File: config.mk
export PLATFORM = sky130hd
export DESIGN_NAME = region_rgb_ssd_top
export DESIGN_NICKNAME = d
export VERILOG_FILES = /design/src/rtl/rrs_pkg.sv /design/src/rtl/region_rgb_ssd_top.sv
export SDC_FILE = /design/constraint.sdc
export NUM_CORES = 1
export LEC_CHECK = 0
export ABC_AREA = 1
export BUFFER_PORTS_ARGS = -buffer_cell sky130_fd_sc_hd__buf_2
export CELL_PAD_IN_SITES_DETAIL_PLACEMENT = 0
export CELL_PAD_IN_SITES_GLOBAL_PLACEMENT = 2
export CORE_MARGIN = 8
export CORE_UTILIZATION = 41
export DETAILED_ROUTE_END_ITERATION = 8
export PLACE_DENSITY = 0.93
export SKIP_CTS_REPAIR_TIMING = 1
export SYNTH_ARGS = -nofsm -noshare
export SYNTH_HDL_FRONTEND = slang
export SYNTH_SLANG_ARGS = --single-unit
File: constraint.sdc
create_clock -name clk -period 12.25 [get_ports clk]
set_input_delay 0.6125 -clock clk [delete_from_list [all_inputs] [get_ports clk]]
set_output_delay 0.6125 -clock clk [all_outputs]
set_load 0.01 [all_outputs]
File: src/rtl/rrs_pkg.sv
// ----------------------------------------------------------------------------
// rrs_pkg: region RGB sum of squared differences, shared definitions
// Types, sizes and register indexes of the region SSD block.
// ----------------------------------------------------------------------------
`default_nettype none

package rrs_pkg;

	localparam int MAX_DIM  = 4096;
	localparam int ACC_BITS = 48;

	localparam int CNT_W   = $clog2(MAX_DIM);
	localparam int PIX_W   = 8;
	localparam int SQ_W    = 2 * PIX_W;
	localparam int ADD_W   = SQ_W + 2;
	localparam int TOTAL_W = 48;

	localparam int DIM_CFG_W = 13;
	localparam int POS_CFG_W = 12;
	localparam int CFG_W     = 13;
	localparam int IDX_W     = 3;

	typedef enum logic [IDX_W-1:0] {
		REG_FRAME_WIDTH  = 3'd0,
		REG_FRAME_HEIGHT = 3'd1,
		REG_REGION_LEFT  = 3'd2,
		REG_REGION_TOP   = 3'd3,
		REG_REGION_COLS  = 3'd4,
		REG_REGION_ROWS  = 3'd5
	} reg_index_t;

	typedef struct packed {
		logic [PIX_W-1:0] red_a;
		logic [PIX_W-1:0] green_a;
		logic [PIX_W-1:0] blue_a;
		logic [PIX_W-1:0] red_b;
		logic [PIX_W-1:0] green_b;
		logic [PIX_W-1:0] blue_b;
	} pixel_pair_t;

	typedef struct packed {
		logic [TOTAL_W-1:0] total_error;
		logic               saturated;
	} ssd_result_t;

endpackage

`default_nettype wire

File: src/rtl/region_rgb_ssd_top.sv
// ----------------------------------------------------------------------------
// region_rgb_ssd_top: sum of squared RGB differences over a rectangle
// Accumulates squared channel differences of co-located pixel pairs that
// fall inside a clipped rectangle and reports the total once per frame.
// ----------------------------------------------------------------------------
//  channel | signals                      | transfer when
//  --------+------------------------------+------------------------------
//  in      | in_valid, in_stall, in_data   | in_valid & !in_stall
//  out     | out_valid, out_stall, out_data| out_valid & !out_stall
//  cfg     | cfg_we, cfg_index, cfg_data   | cfg_we
//
//  One pixel pair per cycle unless in_stall; the frame's last pixel
//  passes diff stage, square-sum stage and result register to out_data.
//  Reset clears counters, accumulator, valids; config returns to defaults.
//  in_stall rises only when a frame's last pixel reaches the accumulator
//  while the previous result is still held by out_stall.
// ----------------------------------------------------------------------------
`default_nettype none

module region_rgb_ssd_top
	import rrs_pkg::*;
(
	input  wire logic                 clk,
	input  wire logic                 arst_n,
	input  wire logic                 cfg_we,
	input  wire logic [IDX_W-1:0]     cfg_index,
	input  wire logic [CFG_W-1:0]     cfg_data,
	input  wire logic                 in_valid,
	output logic                      in_stall,
	input  wire pixel_pair_t          in_data,
	output logic                      out_valid,
	input  wire logic                 out_stall,
	output ssd_result_t               out_data
);

	localparam int CMP_W = (CNT_W > DIM_CFG_W) ? CNT_W + 2 : DIM_CFG_W + 2;
	localparam logic [ACC_BITS-1:0] ACC_MAX = '1;

	logic [DIM_CFG_W-1:0] frame_width_q, frame_height_q;
	logic [POS_CFG_W-1:0] region_left_q, region_top_q;
	logic [DIM_CFG_W-1:0] region_cols_q, region_rows_q;

	logic [CNT_W-1:0]    col_q, row_q;
	logic [ACC_BITS-1:0] acc_q;
	logic                clip_q;
	logic                out_valid_q;
	ssd_result_t         out_data_q;

	logic             s1_valid, s1_region, s1_last;
	logic [PIX_W-1:0] s1_dr, s1_dg, s1_db;
	logic             s2_valid, s2_region, s2_last;
	logic [ADD_W-1:0] s2_add;

	logic             accept, hold, adv;
	logic [CNT_W-1:0] last_col, last_row;
	logic             col_end, row_end, in_cols, in_rows;
	logic [CMP_W-1:0] col_x, row_x, left_x, top_x, right_x, bottom_x;
	logic [ACC_BITS:0] acc_sum;
	logic [ACC_BITS-1:0] acc_new;
	logic             clip_new;

	function automatic logic [CNT_W-1:0] last_index(input logic [DIM_CFG_W-1:0] dim);
		int v;
		v = int'(dim);
		if (v == 0)
			v = 1;
		else if (v > MAX_DIM)
			v = MAX_DIM;
		return CNT_W'(v - 1);
	endfunction

	function automatic logic [PIX_W-1:0] abs_diff(input logic [PIX_W-1:0] a,
		input logic [PIX_W-1:0] b);
		return (a > b) ? a - b : b - a;
	endfunction

	assign hold   = s2_valid && s2_last && out_valid_q && out_stall;
	assign adv    = !hold;
	assign accept = in_valid && !hold;
	assign in_stall = hold;

	assign last_col = last_index(frame_width_q);
	assign last_row = last_index(frame_height_q);
	assign col_end  = col_q >= last_col;
	assign row_end  = row_q >= last_row;

	assign col_x    = CMP_W'(col_q);
	assign row_x    = CMP_W'(row_q);
	assign left_x   = CMP_W'(region_left_q);
	assign top_x    = CMP_W'(region_top_q);
	assign right_x  = CMP_W'(region_left_q) + CMP_W'(region_cols_q);
	assign bottom_x = CMP_W'(region_top_q) + CMP_W'(region_rows_q);
	assign in_cols  = (col_x >= left_x) && (col_x < right_x);
	assign in_rows  = (row_x >= top_x) && (row_x < bottom_x);

	// saturating accumulate; flag stays set until the frame ends
	assign acc_sum  = {1'b0, acc_q} + (ACC_BITS + 1)'(s2_region ? s2_add : '0);
	assign acc_new  = acc_sum[ACC_BITS] ? ACC_MAX : acc_sum[ACC_BITS-1:0];
	assign clip_new = clip_q | acc_sum[ACC_BITS];

	always_ff @(posedge clk or negedge arst_n) begin
		if (!arst_n) begin
			frame_width_q  <= DIM_CFG_W'(1);
			frame_height_q <= DIM_CFG_W'(1);
			region_left_q  <= '0;
			region_top_q   <= '0;
			region_cols_q  <= '0;
			region_rows_q  <= '0;
		end else if (cfg_we) begin
			case (reg_index_t'(cfg_index))
				REG_FRAME_WIDTH:  frame_width_q  <= cfg_data[DIM_CFG_W-1:0];
				REG_FRAME_HEIGHT: frame_height_q <= cfg_data[DIM_CFG_W-1:0];
				REG_REGION_LEFT:  region_left_q  <= cfg_data[POS_CFG_W-1:0];
				REG_REGION_TOP:   region_top_q   <= cfg_data[POS_CFG_W-1:0];
				REG_REGION_COLS:  region_cols_q  <= cfg_data[DIM_CFG_W-1:0];
				REG_REGION_ROWS:  region_rows_q  <= cfg_data[DIM_CFG_W-1:0];
				default: ;
			endcase
		end
	end

	always_ff @(posedge clk or negedge arst_n) begin
		if (!arst_n) begin
			col_q       <= '0;
			row_q       <= '0;
			s1_valid    <= 1'b0;
			s2_valid    <= 1'b0;
			acc_q       <= '0;
			clip_q      <= 1'b0;
			out_valid_q <= 1'b0;
		end else begin
			if (accept) begin
				if (col_end) begin
					col_q <= '0;
					row_q <= row_end ? '0 : row_q + 1'b1;
				end else begin
					col_q <= col_q + 1'b1;
				end
			end
			if (out_valid_q && !out_stall)
				out_valid_q <= 1'b0;
			if (adv) begin
				s1_valid <= accept;
				s2_valid <= s1_valid;
				if (s2_valid) begin
					if (s2_last) begin
						acc_q       <= '0;
						clip_q      <= 1'b0;
						out_valid_q <= 1'b1;
					end else begin
						acc_q  <= acc_new;
						clip_q <= clip_new;
					end
				end
			end
		end
	end

	always_ff @(posedge clk) begin
		if (adv) begin
			s1_dr     <= abs_diff(in_data.red_a, in_data.red_b);
			s1_dg     <= abs_diff(in_data.green_a, in_data.green_b);
			s1_db     <= abs_diff(in_data.blue_a, in_data.blue_b);
			s1_region <= in_cols && in_rows;
			s1_last   <= col_end && row_end;
			s2_add    <= ADD_W'(s1_dr * s1_dr) + ADD_W'(s1_dg * s1_dg)
				+ ADD_W'(s1_db * s1_db);
			s2_region <= s1_region;
			s2_last   <= s1_last;
			if (s2_valid && s2_last) begin
				out_data_q.total_error <= TOTAL_W'(acc_new);
				out_data_q.saturated   <= clip_new;
			end
		end
	end

	assign out_valid = out_valid_q;
	assign out_data  = out_data_q;

	a_result_from_last: assert property (@(posedge clk) disable iff (!arst_n)
		$rose(out_valid_q) |-> $past(s2_valid && s2_last))
		else $error("result appeared without a frame end");

	a_clip_pins_max: assert property (@(posedge clk) disable iff (!arst_n)
		clip_q |-> acc_q == ACC_MAX)
		else $error("saturation flag set below accumulator maximum");

	a_stall_cause: assert property (@(posedge clk) disable iff (!arst_n)
		in_stall |-> (out_valid_q && out_stall && s2_last))
		else $error("input stalled without a blocked result");

	a_held_result: assert property (@(posedge clk) disable iff (!arst_n)
		(out_valid_q && out_stall) |=> out_valid_q)
		else $error("stalled result dropped");

endmodule

`default_nettype wire

==> flow_summary.toml, run 1 <==
[cts]
tritoncts = "done"
clk_pin_slew_ps = 60
clock-sinks = 247
cts.htree.levels = 2
cts_made_buffers = 34
cts_max_path_buffers = 3
root_buffer = "clkbuf_16"
clk_latency_ps = 550

[placed_design]
dp_hpwl_mm = 46.7
numPortBuffers = 119
routabilityCongestion = 0.883

[yosys]
yosysMostFrequentCell = "nand2_1"
yosysSeqAreaShare_pct = 29.0
synthCells = 2923
yosysUniqueCellTypes = 55
synth_flop_cell = "dfrtp_1"
ys_top_cells_by_area = "dfrtp_1 16%, nand2_1 13%, ha_1 13%, edfxtp_1 12%, fa_1 12%"
synth_edf_count = 95
synth_top_area_share_pct = 16.4
synth.net_count = 3376
synth.avg_cell_area_sq_um = 7.84
synth_warnings = 0
async_flop_share_pct = 61.5
yosys-top-cells-count = "809 x nand2_1, 576 x inv_1, 242 x ha_1"
synth-seq-cells = 247
synth_top_area_cell = "dfrtp_1"
netlist_area_sq_um = 22900

[route]
vias = 18500
ant_nets = 0
drt_pass1_iterations = 5
route.detailed.drc = 0
routed_wl_mm = 57.9
wl_per_cell_um = 15.2
drt-initial-drc-count = 990
vias_per_cell = 4.87

[cells_and_area]
fillCellCount = 5542
fin_nets = 3484
final_util_pct = 46.0
drive_gt1_share_pct = 7.85
num_antenna_cells = 0
area_growth_pct = 10.6

[global_routing]
grt_max_degree = 62
grt_pass1_wl_mm = 96.3
grt_usage_pct = 18.5
first_global_vias = 18900
grt_overflow = 0
antenna_found_initial = 0

[timing]
rsz0062_at_grt = "no"
min_period_over_period_pct = 51.5
setup_viol = 0
fin_skew_ps = 43.3
hold_ws_ps = -0.289
period_minus_slack_ps = 6300
drv_slew = 0
fin_setup_tns_ps = 0
worst_pin_slew_ps = 881
fmax_mhz = 159
relSlewSlack_pct = 41.3
final_hold_viol_count = 1

[floorplanning]
ios = 120
coreArea_sq_um = 55200
rows = 86
die_w_um = 252
fp.dieH_um = 252
die_area_sq_um = 63800
initial_core_util_pct = 41.5

[critical_path]
critical_path_class = "flip-flop to flip-flop"
end_kind = "flip-flop"
crit_path_frequent_cell = "fa_1"
path_buf_inv = 5
cp_data_arrival_time_ps = 6580
crit_family = "adder cells"
crit_path_start_kind = "flip-flop"
critPathMaxFanout = 10
cpMaxStageDelayCell = "edfxtp_1"
worstPathCellList = "nand2_1 -> fa_1 -> inv_1 -> fa_1 -> inv_1 -> fa_1 -> fa_1 -> inv_1 -> fa_1 -> inv_1 -> fa_1 -> fa_1 -> inv_1 -> ha_1 -> nand2_1 -> o21ai_0 -> a21oi_1 -> o21ai_0 -> nand2_1 -> nand2_1 -> xor2_1"
crit_required_ps = 12530
max_stage_delay_ps = 620

[run_status]
violations = "hold timing"
status = "finished, violations left"

[min_path]
hp-class = "primary input to async pin"

[flow_run]
drv_cap = 0
sequential cells by signal, summed over array words and instances (netlist names):
name	count
acc_q	48
clip_q	1
col_q	12
frame_height_q	13
frame_width_q	13
out_data	49
out_valid	1
region_cols_q	13
region_left_q	12
region_rows_q	13
region_top_q	12
row_q	12
s1_db	8
s1_dg	8
s1_dr	8
s1_last	1
s1_region	1
s1_valid	1
s2_add	18
s2_last	1
s2_region	1
s2_valid	1
path summary, 6_finish.rpt:
kind,from,to,slack [ps],cells past startpoint
worst max register to register,s1_dr[0]$_DFFE_PN_,s2_add[13]$_DFFE_PN_,5950,21
min in group clk,out_stall,out_valid$_DFF_PN0_,310,3
max in group asynchronous,arst_n,region_left_q[7]$_DFFE_PN0P_,10320,3
worst min-delay path,arst_n,frame_height_q[2]$_DFFE_PN0P_,-0.3,1
worst max-delay path,s1_dr[0]$_DFFE_PN_,s2_add[13]$_DFFE_PN_,5950,21
worst min register to register,s1_region$_DFFE_PN_,s2_region$_DFFE_PN_,410,0
stage by stage:
stage               setup WS [ps]  hold slack [ps]  std cells  area, sq um
finish                       5950           -0.289       3804        25400
CTS                          5910            -18.1       3804        25400
global placement             6030              411       3743        24300
floorplan                    6330              317       2923        22900
detailed placement           5900              411       3743        24300
global route                 5560             8.00       3804        25400
cells in the final DEF, fill, tap and decap left out, types with 95 or more instances in the layout:
cell type,n
dfrtp_1,150
buf_2,118
nand2_1,809
ha_1,242
o21ai_0,166
nor2_1,164
edfxtp_1,95
nand3_1,114
inv_1,575
fa_1,142
routing by layer:
| metal | vias up | track usage (%) | routed length, um | share of wire, % |
|---|---|---|---|---|
| met5 | - | 0 | 0 | 0 |
| met4 | 0 | 4.99 | 1320 | 2.3 |
| met3 | 73 | 2.51 | 2270 | 3.9 |
| met2 | 321 | 32.4 | 28300 | 49 |
| met1 | 8762 | 23.7 | 26000 | 45 |
| li1 | 9365 | - | - | - |
cell type report:
type | count | area, sq um | area share (%)
multi-input combinational | 2037 | 13800 | 54.5
sequential | 247 | 6660 | 26.2
inverter | 586 | 2200 | 8.69
clock buffer | 47 | 993 | 3.92
tap | 748 | 936 | 3.69
timing repair buffer | 125 | 647 | 2.55
clock inverter | 14 | 96.3 | 0.380
cell families after synthesis:
kind of cell             after synthesis  share of synthesized area (%)
flip-flops                           247                           29.0
AND/OR/NAND/NOR                     1230                           23.1
XOR/XNOR                             108                           4.13
AO/OA/AOI/OAI                        313                           7.38
buffers and inverters                639                           10.7
multiplexers                           2                         0.0873
adder cells (fa/ha/maj)              384                           25.6
Power of run 1 is not shown: default switching activity piles up to over one toggle a cycle in this logic, so the estimate is an artifact.
==> run 2: changes to the inputs <==
--- a/config.mk
+++ b/config.mk
@@ -10,9 +10,9 @@
 export CELL_PAD_IN_SITES_DETAIL_PLACEMENT = 0
 export CELL_PAD_IN_SITES_GLOBAL_PLACEMENT = 2
 export CORE_MARGIN = 8
-export CORE_UTILIZATION = 41
+export CORE_UTILIZATION = 38
 export DETAILED_ROUTE_END_ITERATION = 8
-export PLACE_DENSITY = 0.93
+export PLACE_DENSITY = 0.87
 export SKIP_CTS_REPAIR_TIMING = 1
 export SYNTH_ARGS = -nofsm -noshare
 export SYNTH_HDL_FRONTEND = slang
==> constraint.sdc (replaced) <==
create_clock -name clk -period 6.2 [get_ports clk]
set_input_delay 0.31 -clock clk [delete_from_list [all_inputs] [get_ports clk]]
set_output_delay 0.31 -clock clk [all_outputs]
set_load 0.01 [all_outputs]
==> run 2 against run 1 <==
- die area increased by 7.4%
- largest cell class unchanged
- highest routed layer unchanged
- setup slack got worse by 5700 ps
- register-to-register slack got worse by 5700 ps
- the flow now finishes without violations
- clock skew decreased by 20 ps
==> flow_summary.toml, run 2 (synthesized netlist as in run 1, its figures left out) <==
[run_status]
status = "completed"

[placed_design]
dp_cells = 3795
dp_hpwl_mm = 46.9
routabilityCongestion = 0.866
place_ws_ps = 64.0
numPortBuffers = 119

[timing]
worst_pin_slew_ps = 1030
period_minus_slack_ps = 5920
setup_viol = 0
rsz0062_at_grt = "no"
fmax_mhz = 169
fin_skew_ps = 23.5
fin_setup_tns_ps = 0
drv_slew = 0
hold_ws_ps = 14.5
fin_ws_ps = 285
relSlewSlack_pct = 31.6
final_hold_viol_count = 0
min_period_over_period_pct = 95.4

[critical_path]
rr_worst_depth = 20
critPathMaxFanout = 6
end_kind = "flip-flop"
worstPathCellList = "nand2_1 -> inv_1 -> fa_1 -> inv_1 -> fa_1 -> inv_1 -> fa_1 -> fa_1 -> fa_1 -> fa_1 -> inv_1 -> fa_1 -> inv_1 -> ha_1 -> a21o_1 -> a21oi_2 -> o21ai_1 -> nand2_1 -> nand2_1 -> xor2_1"
r2r_slack_ps = 280
crit_family = "adder cells"
crit_path_frequent_cell = "fa_1"
r2r-start = "s1_db[5]$_DFFE_PN_"
crit_end = "s2_add[13]$_DFFE_PN_"
crit_required_ps = 6480
r2r-end = "s2_add[13]$_DFFE_PN_"
crit_path_start_kind = "flip-flop"
worstSetupStartpoint = "s1_db[5]$_DFFE_PN_"
path_buf_inv = 5
cp_data_arrival_time_ps = 6190
critical_path_class = "flip-flop to flip-flop"
cpMaxStageDelayCell = "fa_1"
crit_cells = 20
max_stage_delay_ps = 550

[floorplanning]
die_area_sq_um = 68500
rows = 90
ios = 120
die_w_um = 262
coreArea_sq_um = 60000
fp.dieH_um = 262
initial_core_util_pct = 38.2

[cts]
cts_made_buffers = 34
cts_max_path_buffers = 3
tritoncts = "done"
clk_latency_ps = 550
clock-sinks = 247
root_buffer = "clkbuf_16"
clk_pin_slew_ps = 60
cts.htree.levels = 2

[route]
drt_pass1_iterations = 5
vias = 18500
drt-initial-drc-count = 1054
wl_per_cell_um = 15.0
routed_wl_mm = 58.1
vias_per_cell = 4.79
ant_nets = 0
route.detailed.drc = 0

[cells_and_area]
num_antenna_cells = 0
drive_gt1_share_pct = 8.73
fin_nets = 3509
final_cell_mix = "809 x nand2_1, 575 x inv_1, 242 x ha_1"
area_growth_pct = 12.0
mostFrequentLayoutCell = "nand2_1"
final_cells = 3863
largest_reg_flops = 49

[global_routing]
antenna_found_initial = 0
grt_overflow = 0
grt_usage_pct = 17.3
grt_pass1_wl_mm = 96.2
first_global_vias = 18800
grt_max_degree = 103

[flow_run]
drv_cap = 0

[min_path]
hp-class = "primary input to flip-flop"
[run 2: metal layers]
| layer | wire length [um] | global-route usage, % | share of wire, % |
|---|---|---|---|
| met1 | 26400 | 22.3 | 45 |
| met2 | 28500 | 30.8 | 49 |
| met5 | 0 | 0 | 0 |
| met3 | 2170 | 2.28 | 3.7 |
| met4 | 980 | 3.54 | 1.7 |
[run 2: per-stage QoR]
step	utilization, %	area [sq um]
2_1_floorplan	-	22900
6_report	42.8	25700
5_1_grt	42.8	25700
3_5_place_dp	40.7	24500
4_1_cts	42.7	25600
3_3_place_gp	40.7	24500
[run 2: worst min path at each step]
stage	startpoint	to	slack, ps	cells after the start
after floorplan	arst_n	acc_q[0]$_DFFE_PN0P_	10	0
after global placement	s1_region$_DFFE_PN_	s2_region$_DFFE_PN_	410	0
after detailed placement	s1_last$_DFFE_PN_	s2_last$_DFFE_PN_	410	0
after CTS	arst_n	frame_width_q[1]$_DFFE_PN0P_	-80	1
after global routing	out_stall	out_valid$_DFF_PN0_	6	3
final	out_stall	out_valid$_DFF_PN0_	10	3
[run 2: cell type report]
| cell class | count | area (sq um) |
|---|---|---|
| clock buffer | 45 | 985 |
| clock inverter | 16 | 175 |
| fill | 6007 | 34300 |
| inverter | 586 | 2200 |
| multi-input combinational | 2037 | 13800 |
| sequential | 247 | 6660 |
| tap | 782 | 978 |
| timing repair buffer | 150 | 837 |
[run 2: worst register-to-register path, stage by stage (launching register included)]
cell,delay [ps]
edfxtp_1,490
nand2_1,160
inv_1,70
fa_1,500
inv_1,60
fa_1,530
inv_1,50
fa_1,510
fa_1,460
fa_1,520
fa_1,550
inv_1,60
fa_1,530
inv_1,50
ha_1,350
a21o_1,220
a21oi_2,170
o21ai_1,120
nand2_1,80
nand2_1,50
xor2_1,140
Power of run 2 is left out for the same reason.
==> run 3: changes to the inputs <==
--- a/config.mk
+++ b/config.mk
@@ -13,6 +13,7 @@
 export CORE_UTILIZATION = 38
 export DETAILED_ROUTE_END_ITERATION = 8
 export PLACE_DENSITY = 0.87
+export REMOVE_ABC_BUFFERS = 1
 export SKIP_CTS_REPAIR_TIMING = 1
 export SYNTH_ARGS = -nofsm -noshare
 export SYNTH_HDL_FRONTEND = slang
==> run 3 against run 2 <==
- hold slack improved by 65 ps
- utilization fell by 0.092 points
- flip-flop and latch count did not move
- global-route usage rose by 0.79 points
- sequential share of layout area rose by 0.056 points
- cell count rose by 0.10%
- setup slack got worse by 38 ps
- routed wire length rose by 6.0%
==> flow_summary.toml, run 3 (synthesized netlist as in run 1, its figures left out) <==
[run_status]
status = "completed"

[critical_path]
r2r-end = "s2_add[17]$_DFFE_PN_"
r2r-start = "s1_dg[5]$_DFFE_PN_"
path_buf_inv = 4
critical_path_class = "flip-flop to flip-flop"
worstPathCellList = "buf_4 -> nand2_1 -> fa_1 -> inv_1 -> fa_1 -> fa_1 -> fa_1 -> fa_1 -> fa_1 -> inv_1 -> fa_1 -> inv_1 -> ha_1 -> a21oi_1 -> o21ai_0 -> a21oi_1 -> o21ai_0 -> xor2_1"
crit_required_ps = 6530
cp_data_arrival_time_ps = 6280
end_kind = "flip-flop"
rr_worst_depth = 18
crit_family = "adder cells"
r2r_slack_ps = 250
cpMaxStageDelayCell = "fa_1"
crit_path_start_kind = "flip-flop"
max_stage_delay_ps = 550
crit_path_frequent_cell = "fa_1"
critPathMaxFanout = 7

[timing]
fin_skew_ps = 13.4
worst_pin_slew_ps = 1050
fmax_mhz = 168
min_period_over_period_pct = 96.0
setup_viol = 0
final_hold_viol_count = 0
drv_slew = 0
relSlewSlack_pct = 30.1
fin_setup_tns_ps = 0
period_minus_slack_ps = 5950

[floorplanning]
coreArea_sq_um = 60000
die_w_um = 262
die_area_sq_um = 68500
rows = 90
initial_core_util_pct = 38.2
fp.dieH_um = 262
ios = 120

[cells_and_area]
fillCellCount = 6135
largest_reg_flops = 49
final_cell_mix = "809 x nand2_1, 575 x inv_1, 242 x ha_1"
drive_gt1_share_pct = 8.91
multi_input_area_sq_um = 13800
final_cells = 3867
final_util_pct = 42.7
regArea_sq_um = 6660
mostFrequentLayoutCell = "nand2_1"
area_growth_pct = 11.7
num_antenna_cells = 0
fin_nets = 3514

[global_routing]
top_usage_layer = "met2"
grt_pass1_wl_mm = 99.7
grt_usage_pct = 18.1
grt_overflow = 0
antenna_found_initial = 3
grtUsageMet1_pct = 23.3
grt_use_met2_pct = 32.4
use_met3_pct = 1.65
grt_max_degree = 82
first_global_vias = 18700

[route]
routed_wl_mm = 61.6
route.detailed.drc = 0
vias = 18500
drt_pass1_iterations = 5
ant_nets = 0
vias_per_cell = 4.80
drt-initial-drc-count = 1011
wl_per_cell_um = 15.9

[cts]
clock-sinks = 247
clk_pin_slew_ps = 60
root_buffer = "clkbuf_16"
tritoncts = "done"
cts.htree.levels = 1
cts_max_path_buffers = 3
clk_latency_ps = 590
cts_made_buffers = 30

[min_path]
min_to = "frame_height_q[12]$_DFFE_PN0P_"
min_from = "cfg_data[12]"
holdPathStages = 3
hp-class = "primary input to flip-flop"

[placed_design]
numPortBuffers = 119
routabilityCongestion = 0.869
dp_cells = 3794
dp_hpwl_mm = 50.4

[flow_run]
drv_cap = 0
run 3: changes by cell type in the layout (fill, tap and decap cells not counted), moves of 3 or more:
cell / delta
clkinv_2: +5
clkbuf_16: -5
clkbuf_8: -3
clkbuf_1: -3
buf_4: +8
run 3: worst max path at each step:
stage / start / end / cells after the start
floorplan: s1_db[1]$_DFFE_PN_ / s2_add[13]$_DFFE_PN_ / 21
global placement: s1_db[2]$_DFFE_PN_ / s2_add[13]$_DFFE_PN_ / 20
detailed placement: s1_db[2]$_DFFE_PN_ / s2_add[13]$_DFFE_PN_ / 20
CTS: s1_db[2]$_DFFE_PN_ / s2_add[13]$_DFFE_PN_ / 20
global route: s1_dr[3]$_DFFE_PN_ / s2_add[12]$_DFFE_PN_ / 22
finish: s1_dg[5]$_DFFE_PN_ / s2_add[17]$_DFFE_PN_ / 18
run 3: cell type report:
class,count,share of cell area (%)
repair buffers,159,3.54
well taps,782,3.82
clock buffers,34,3.15
inverters,586,8.60
flip-flops and latches,247,26.0
clock inverters,22,0.889
multi-input cells,2037,54.0
run 3: stage by stage:
step                instance area [sq um]  hold WS, ps  setup slack (ps)
floorplan                           22700         14.4               362
global route                        25600          106             -19.7
global placement                    24400          409               165
finish                              25600         79.2               247
detailed placement                  24400          408               152
CTS                                 25500         -192               134
run 3: routing by layer:
| metal | share of wire [%] | vias to the layer above |
|---|---|---|
| met5 | 0.036 | - |
| met2 | 50 | 297 |
| met4 | 2.2 | 4 |
| li1 | - | 9419 |
| met3 | 3.3 | 71 |
| met1 | 45 | 8756 |
run 3: worst min-delay path, stage by stage:
cell     delay [ps]
buf_2            70
inv_1            80
o21ai_0         160
Power of run 3 is left out for the same reason.
